File: src/rtl/tcp_pkg.sv
// Shared types, status codes and register indexes of the transfer chunk planner.
package tcp_pkg;

    localparam int BYTE_WIDTH_DEF = 64;

    localparam logic [2:0] STAT_OK         = 3'd0;
    localparam logic [2:0] STAT_MIN_ZERO   = 3'd1;
    localparam logic [2:0] STAT_MAX_BELOW  = 3'd2;
    localparam logic [2:0] STAT_ALIGN_ZERO = 3'd3;
    localparam logic [2:0] STAT_IDX_RANGE  = 3'd4;

    localparam logic [2:0] REG_TOTAL  = 3'd0;
    localparam logic [2:0] REG_SRC    = 3'd1;
    localparam logic [2:0] REG_DST    = 3'd2;
    localparam logic [2:0] REG_MIN    = 3'd3;
    localparam logic [2:0] REG_MAX    = 3'd4;
    localparam logic [2:0] REG_PREF   = 3'd5;
    localparam logic [2:0] REG_ALIGN  = 3'd6;

    // Plan derived from the set-up registers; sizes zero-extended to 64 bits.
    typedef struct packed {
        logic [2:0]  err;
        logic [63:0] size;
        logic [63:0] count;
        logic [63:0] cntm1;
        logic [63:0] tail;
        logic        tail_nz;
    } t_plan;

endpackage

File: src/rtl/tcp_plan.sv
// Plan unit: validates set-up, chooses chunk size and count with a shared serial divider.
module tcp_plan #(
    parameter int W = tcp_pkg::BYTE_WIDTH_DEF
) (
    input  logic           i_clk,
    input  logic           i_rst_n,
    input  logic           i_cfg_wr,
    input  logic [W-1:0]   i_total,
    input  logic [W-1:0]   i_min,
    input  logic [W-1:0]   i_max,
    input  logic [W-1:0]   i_pref,
    input  logic [W-1:0]   i_align,
    output tcp_pkg::t_plan o_plan,
    output logic           o_busy
);
    localparam int CW = $clog2(W);

    typedef enum logic [5:0] {
        ST_IDLE  = 6'b000001,
        ST_CLAMP = 6'b000010,
        ST_DIV1  = 6'b000100,
        ST_FIX   = 6'b001000,
        ST_DIV2  = 6'b010000,
        ST_END   = 6'b100000
    } t_state;

    t_state         r_state, n_state;
    logic [W-1:0]   r_quo, n_quo;
    logic [W-1:0]   r_rem, n_rem;
    logic [W-1:0]   r_d, n_d;
    logic [W-1:0]   r_c, n_c;
    logic [CW-1:0]  r_cnt, n_cnt;
    tcp_pkg::t_plan r_plan, n_plan;

    logic [W:0]     w_sh;
    logic           w_ge;
    logic [W-1:0]   w_pick, w_c, w_al, w_s0, w_s1, w_count;
    logic [2:0]     w_err;

    always_comb begin
        w_sh = {r_rem, r_quo[W-1]};
        w_ge = w_sh >= {1'b0, r_d};
        w_pick = (i_pref != '0) ? i_pref : i_min;
        w_c = (w_pick < i_min) ? i_min : ((w_pick > i_max) ? i_max : w_pick);
        w_al = r_c - r_rem;
        w_s0 = (w_al == '0) ? i_align : w_al;
        w_s1 = (w_s0 < i_min) ? i_min : ((w_s0 > i_max) ? i_max : w_s0);
        w_count = r_quo + W'(r_rem != '0);
        if (i_min == '0) begin
            w_err = tcp_pkg::STAT_MIN_ZERO;
        end else if (i_max < i_min) begin
            w_err = tcp_pkg::STAT_MAX_BELOW;
        end else if (i_align == '0) begin
            w_err = tcp_pkg::STAT_ALIGN_ZERO;
        end else begin
            w_err = tcp_pkg::STAT_OK;
        end
    end

    always_comb begin
        n_state = r_state;
        n_quo   = r_quo;
        n_rem   = r_rem;
        n_d     = r_d;
        n_c     = r_c;
        n_cnt   = r_cnt;
        n_plan  = r_plan;
        case (r_state)
            ST_IDLE: ;
            ST_CLAMP: begin
                if (w_err != tcp_pkg::STAT_OK) begin
                    n_plan  = '0;
                    n_plan.err = w_err;
                    n_state = ST_IDLE;
                end else if (i_total == '0) begin
                    n_plan  = '0;
                    n_plan.size = 64'(w_pick);
                    n_state = ST_IDLE;
                end else begin
                    n_c     = w_c;
                    n_quo   = w_c;
                    n_rem   = '0;
                    n_d     = i_align;
                    n_cnt   = '0;
                    n_state = ST_DIV1;
                end
            end
            ST_DIV1, ST_DIV2: begin
                // one quotient bit a cycle, restoring
                n_rem = w_ge ? W'(w_sh - {1'b0, r_d}) : w_sh[W-1:0];
                n_quo = {r_quo[W-2:0], w_ge};
                n_cnt = r_cnt + 1'b1;
                if (r_cnt == CW'(W - 1)) begin
                    n_state = (r_state == ST_DIV1) ? ST_FIX : ST_END;
                end
            end
            ST_FIX: begin
                n_d     = w_s1;
                n_quo   = i_total;
                n_rem   = '0;
                n_cnt   = '0;
                n_state = ST_DIV2;
            end
            ST_END: begin
                n_plan.err     = tcp_pkg::STAT_OK;
                n_plan.size    = 64'(r_d);
                n_plan.count   = 64'(w_count);
                n_plan.cntm1   = 64'(w_count - 1'b1);
                n_plan.tail    = 64'(r_rem);
                n_plan.tail_nz = r_rem != '0;
                n_state        = ST_IDLE;
            end
            default: n_state = ST_CLAMP;
        endcase
        if (i_cfg_wr) begin
            n_state = ST_CLAMP;
        end
    end

    always_ff @(posedge i_clk) begin
        if (!i_rst_n) begin
            r_state <= ST_CLAMP;
        end else begin
            r_state <= n_state;
        end
        r_quo  <= n_quo;
        r_rem  <= n_rem;
        r_d    <= n_d;
        r_c    <= n_c;
        r_cnt  <= n_cnt;
        r_plan <= n_plan;
    end

    assign o_plan = r_plan;
    assign o_busy = r_state != ST_IDLE;

endmodule

File: config.mk
export PLATFORM = sky130hd
export DESIGN_NAME = tcp_plan
export DESIGN_NICKNAME = d
export VERILOG_FILES = /design/src/rtl/tcp_pkg.sv /design/src/rtl/tcp_plan.sv
export SDC_FILE = /design/constraint.sdc
export NUM_CORES = 2
export LEC_CHECK = 0
export BUFFER_PORTS_ARGS = -buffer_cell sky130_fd_sc_hd__buf_2
export CAP_MARGIN = 20
export CORE_MARGIN = 2
export CORE_UTILIZATION = 55
export DETAILED_ROUTE_END_ITERATION = 8
export GPL_TIMING_DRIVEN = 0
export MAX_ROUTING_LAYER = met4
export PLACE_DENSITY_LB_ADDON = 0.3
export RECOVER_POWER = 50
export SYNTH_ARGS = -nofsm -noshare
export SYNTH_HDL_FRONTEND = slang
export SYNTH_SLANG_ARGS = --single-unit
File: constraint.sdc
create_clock -name i_clk -period 25.8 [get_ports i_clk]
set_clock_uncertainty 0.15 [all_clocks]
set_input_delay 3.87 -clock i_clk [delete_from_list [all_inputs] [get_ports i_clk]]
set_output_delay 3.87 -clock i_clk [all_outputs]
set_load 0.1 [all_outputs]
# After elaboration in Yosys (flattened, before gate mapping)
# Cells that the tools add are included.
# word_totals
ff_bits	528
latch_bits	0
ram_bits	0
mem_bits_ro	0
out_inout_bits	261
n_memories	0
# op_classes
addsub	5
mul	0
div	0
order_cmp	6
n_eq_ne	12
shifts	0
mux	30
n_bitwise	4
reduce_logical	17
# op_table
operator	n
$mux 64	13
$mux 260	2
$pmux 260 s2	1
$pmux 64 s3	2
$logic_not 64->1	4
$lt 64x64->1	3
$gt 64x64->1	2
$pmux 64 s2	1
$reduce_bool 64->1	2
$sub 64x64->64	2
$ge 65x64->1	1
$add 64x1->64	1
$sub 64x1->64 const B	1
$pmux 6 s5	1
$mux 6	4
$pmux 6 s3	1
$eq 6x6->1 const B	2
$reduce_and 3->1	3
$add 6x1->6 const B	1
$eq 6x1->1 const B	1
$eq 6x2->1 const B	1
$eq 6x3->1 const B	1
$eq 6x4->1 const B	1
$eq 6x5->1 const B	1
other kinds (10)	22

# Longest topological paths before layout
# logic_depth
ltp_word	8
depth_mapped	36
mapped_depth_nobuf	31

# Worst setup path after synthesis
# OpenSTA, ideal clock, no wires.
# synth_path
path_type	input -> register
start	in i_min[33]
end	reg r_plan, in the netlist o_plan[0] (enable)
setup_ps	631
arrival_ps	11649
path_slack_ps	13371
stages	16
n_path_buf	0
path_cell_list	inv_1 -> ha_1 -> a21o_1 -> a21o_1 -> a21o_1 -> a21o_1 -> a21o_1 -> a21o_1 -> a21o_1 -> a221o_1 -> a21oi_1 -> o21ai_0 -> a31o_2 -> nand2_1 -> nand2b_1 -> nand2_1
# synth_via
elab_chain_cells	6
# synth_lines
item	line_no	text
start, declared	tcp_plan.sv:9	input logic [W-1:0] i_min,
$lt 64x64->1	tcp_plan.sv:51	end else if (i_max < i_min) begin
$mux 2	tcp_plan.sv:51	
$mux 2 (*)	tcp_plan.sv:49	if (i_min == '0) begin
$reduce_bool 3->1 (*)	tcp_plan.sv:71	if (w_err != tcp_pkg::STAT_OK) begin
$ne 3x3->1 (no line) (*)	n/a	
$reduce_and 2->1 (no line) (*)	n/a	
end signal, assigned	tcp_plan.sv:131	r_plan <= n_plan;
end, declared	tcp_plan.sv:33	tcp_pkg::t_plan r_plan, n_plan;
# Mark *: on every way between the ends. The rest lies on a longest branch, timed or not.
# A chain may end at the register's enable or synchronous reset.

# Final worst setup path
# layout_path
start	in i_pref[62]
end	reg r_c[15], data pin
# layout_via
elab_chain_cells	5
# layout_lines
item	line_no	text
start, declared	tcp_plan.sv:11	input logic [W-1:0] i_pref,
$reduce_bool 64->1	tcp_plan.sv:43	w_pick = (i_pref != '0) ? i_pref : i_min;
$mux 64 (*)	tcp_plan.sv:43	
$gt 64x64->1	tcp_plan.sv:44	w_c = (w_pick < i_min) ? i_min : ((w_pick > i_max) ? i_max : w_pick);
$mux 64	tcp_plan.sv:44	
$mux 64 (*)	tcp_plan.sv:44	
via w_c[15]	tcp_plan.sv:37	logic [W-1:0] w_pick, w_c, w_al, w_s0, w_s1, w_count;
end signal, assigned	tcp_plan.sv:129	r_c <= n_c;
end, declared	tcp_plan.sv:31	logic [W-1:0] r_c, n_c;
# The timed path passes the listed nets; every way through them passes the cells marked *.

==> results.toml <==
[sta]
rsz0062_at_grt = "no"
max-slew-margin-rel_pct = -42.6
period_minus_slack_ps = 12310
tns_ps = 0
final.period_utilization_pct = 47.7
worst_slew_pin_slew_ps = 2140
maxSlewViolCount = 77
setup_viol = 0
final_hold_viol_count = 0
fmax_mhz = 81.2

[clock_network]
ctsResizeCount = 0
clk_pin_slew_ps = 60
post_cts_buffers = 0
cts_buffers = 59
cts_buffer_depth = 3
cts.sinks = 527
clkLatencyLatePin_ps = 670
root_buffer = "clkbuf_16"
htreeDepth = 2
cts_tree = "yes"
ctsHoldBuffers = 0

[power_and_ir_drop]
p_int_mw = 2.09
power.share.clock_pct = 21.8
power_mw = 3.94
p_seq_share_pct = 28.9
combPwrFrac_pct = 49.3
p_per_area_mw_per_mm2 = 78.7
ir_drop_v = 0.0000778
power.switching_mw = 1.85
netSwitchingFraction_pct = 47.0
power_leakage_nw = 21.4

[yosys]
yosysTopAreaCellShare_pct = 35.6
synth.area.top_cells = "edfxtp_1, ha_1, a21o_1, nor2_1, a21oi_1"
ys_seq_area_share_pct = 35.9
ys.flop_type = "edfxtp_1"
ys_warn_count = 0
async_flop_share_pct = 0
synth_top_area_cell = "edfxtp_1"
netlist_instances = 4750
synth.avg_cell_area_um2 = 9.25
synth.distinct_cells = 89
ys_ff_latch = 527
synth_edf_count = 521
synth_common_cells = "edfxtp_1, nor2_1, ha_1"
syn-num-nets = 5524
post-synth-top-count-cell = "edfxtp_1"
synth_area_mm2 = 0.0439

[grt]
grt_use_total_pct = 52.0
antenna_found_initial = 34
grt_max_degree = 77
overflow = 0
grt_pass1_vias = 41900
grt_pass1_wl_um = 295000

[routing]
wl_met1_um = 77000
drtIter0Drc = 7085
num_vias = 45700
routed-wl-met2_um = 86000
wl_met3_um = 33200
first_pass_iters = 6
top_layer_used = "met4"
drc = 0
drtAntennaViolNets = 0
wl_um = 216000
viasPerCell = 6.98
wl_per_cell_um = 32.9

[die]
core_area_mm2 = 0.0790
dieArea_mm2 = 0.0822
die_w_um = 287
std_cell_rows = 103
die_h_um = 287
ios = 584
initial_utilization_pct = 55.6

[worst_setup_path]
crit_slowest_cell = "buf_1"
crit_path_end_kind = "flip-flop"
path_cells = "buf_2, nor4_1, buf_2, nand4_1, nor4_1, clkbuf_1, clkbuf_1, a21o_1, ha_1, a21o_1, a21o_1, a21o_1, a21o_1, a21o_1, a21o_1, a21oi_1, o2111ai_1, a31oi_1, o41ai_1, a221o_1, a21oi_1, clkbuf_1, buf_1, mux2_2"
r2r_setup_slack_ps = 13540
r2r-start = "r_rem[15]"
worstSetupPathType = "input port to flip-flop"
r2r_end = "r_d[20]"
reg2regPathDepth = 29
cp.required_ps = 26040
critPathMaxFanout = 10
cpPeakStageDelay_ps = 860
critPathLaunchType = "input port"
cp_common_cell = "a21o_1"
crit_arrival_ps = 12550

[min_path]
holdPathEnd = "r_state[2]"
worstHoldPathCells = 2
hold_class = "flip-flop to flip-flop"
min_from = "r_state[2]"

[final_layout]
design_area_mm2 = 0.0501
area_delta_synth_final_pct = 14.0
fillers = 6935
instances_no_fill = 6550
drive_gt1_share_pct = 10.3
fin_nets = 6190

[placement]
numPortBuffers = 582
place_congestion = 1.16
placed_area_mm2 = 0.0484
dp_hpwl_um = 179000
dp_cells = 6394

[job]
cap_violations = 2

[run_status]
violations = "capacitance limit, slew limit"
status = "finished, violations left"
## placed cells by master (no fill, tap or decap), drive strengths merged, types with 28 or more instances in the layout
master  netlist  final
o21ai       157    157
xor2         88     88
inv         334    339
a22o         54     54
ha          449    449
mux2i        97     97
nor3         92     92
mux2         68     68
o21a         35     35
nand2       259    259
nor4        112    112
clkbuf      192    541
nor2        493    493
a21oi       305    305
a221o        68     68
a31oi        28     28
a21o        309    309
and3         33     33
nand2b       55     55
nand3       131    131
a211oi       34     34
edfxtp      521    521
buf          50    376
o211ai       46     46
o22ai        36     36
nor2b        47     47
a32o         64     64
nand4       150    150
diode         0     35
xnor2       152    152
## per-layer routing
| metal | up-vias | track usage (%) |
|---|---|---|
| li1 | 19300 | - |
| met1 | 21600 | 63.8 |
| met2 | 3903 | 71.9 |
| met3 | 887 | 17.9 |
| met4 | 0 | 35.1 |
| met5 | - | - |
## stage by stage
| step | util, % | hold WS, ps | setup slack (ps) |
|---|---|---|---|
| CTS | 63.7 | 393 | 13620 |
| detailed placement | 61.3 | 383 | 13000 |
| global route | 63.4 | 443 | 13570 |
| floorplan | - | 336 | 13370 |
| global placement | 61.0 | 371 | 9730 |
| finish | 63.4 | 421 | 13490 |
## how the worst max path moves through the flow
stage	from	endpoint	cells past startpoint	slack, ps
final	i_pref[62]	r_c[15]	24	13490
after global routing	i_pref[62]	r_c[15]	24	13570
after CTS	i_pref[62]	r_c[15]	23	13620
after detailed placement	i_pref[62]	r_c[15]	23	13000
after global placement	i_min[27]	o_plan[171]	12	9730
after floorplan	i_min[33]	o_plan[0]	16	13370
## final cells by class
type | count | area (µm²) | share of cell area (%)
inverters | 334 | 1250 | 2.50
well taps | 1050 | 1310 | 2.62
clock inverters | 40 | 387 | 0.772
diodes | 35 | 87.6 | 0.175
clock buffers | 70 | 1530 | 3.05
flip-flops and latches | 527 | 15800 | 31.5
repair buffers | 605 | 2850 | 5.68
multi-input cells | 3647 | 25900 | 51.8
plain buffers | 242 | 980 | 1.96
## critical path, delay by kind of cell
kind / cells / cell delay (ps)
AOI/OAI and AO/OA: 13 / 3490
adders and majority gates: 1 / 300
buffers and inverters: 6 / 2950
muxes: 1 / 520
and+or+nand+nor: 3 / 1410
## state kept, by name, indices dropped and copies added, names as in the netlist
name and flops:
o_plan 259, r_c 64, r_d 64, r_quo 64
r_rem 64, r_cnt 6, r_state 6
## cell families after synthesis
group,after synthesis,synth area share (%)
AO/OA/AOI/OAI,1297,20.6
XOR/XNOR,240,4.78
adder cells (fa/ha/maj),451,12.9
buffers and inverters,576,5.12
flip-flops,527,35.9
multiplexers,165,3.95
other,1,0.00853
AND/OR/NAND/NOR,1493,16.7
## power groups by stage
stage / Combinational, mW / Clock, mW / Sequential (mW)
6_report: 1.94 / 0.861 / 1.14
5_1_grt: 2.02 / 0.884 / 1.14
4_1_cts: 1.88 / 0.853 / 1.13
3_5_place_dp: 1.87 / 0 / 1.15
3_3_place_gp: 1.84 / 0 / 1.18
2_1_floorplan: 0.962 / 0 / 1.50
(Power assumes the default switching activity.)
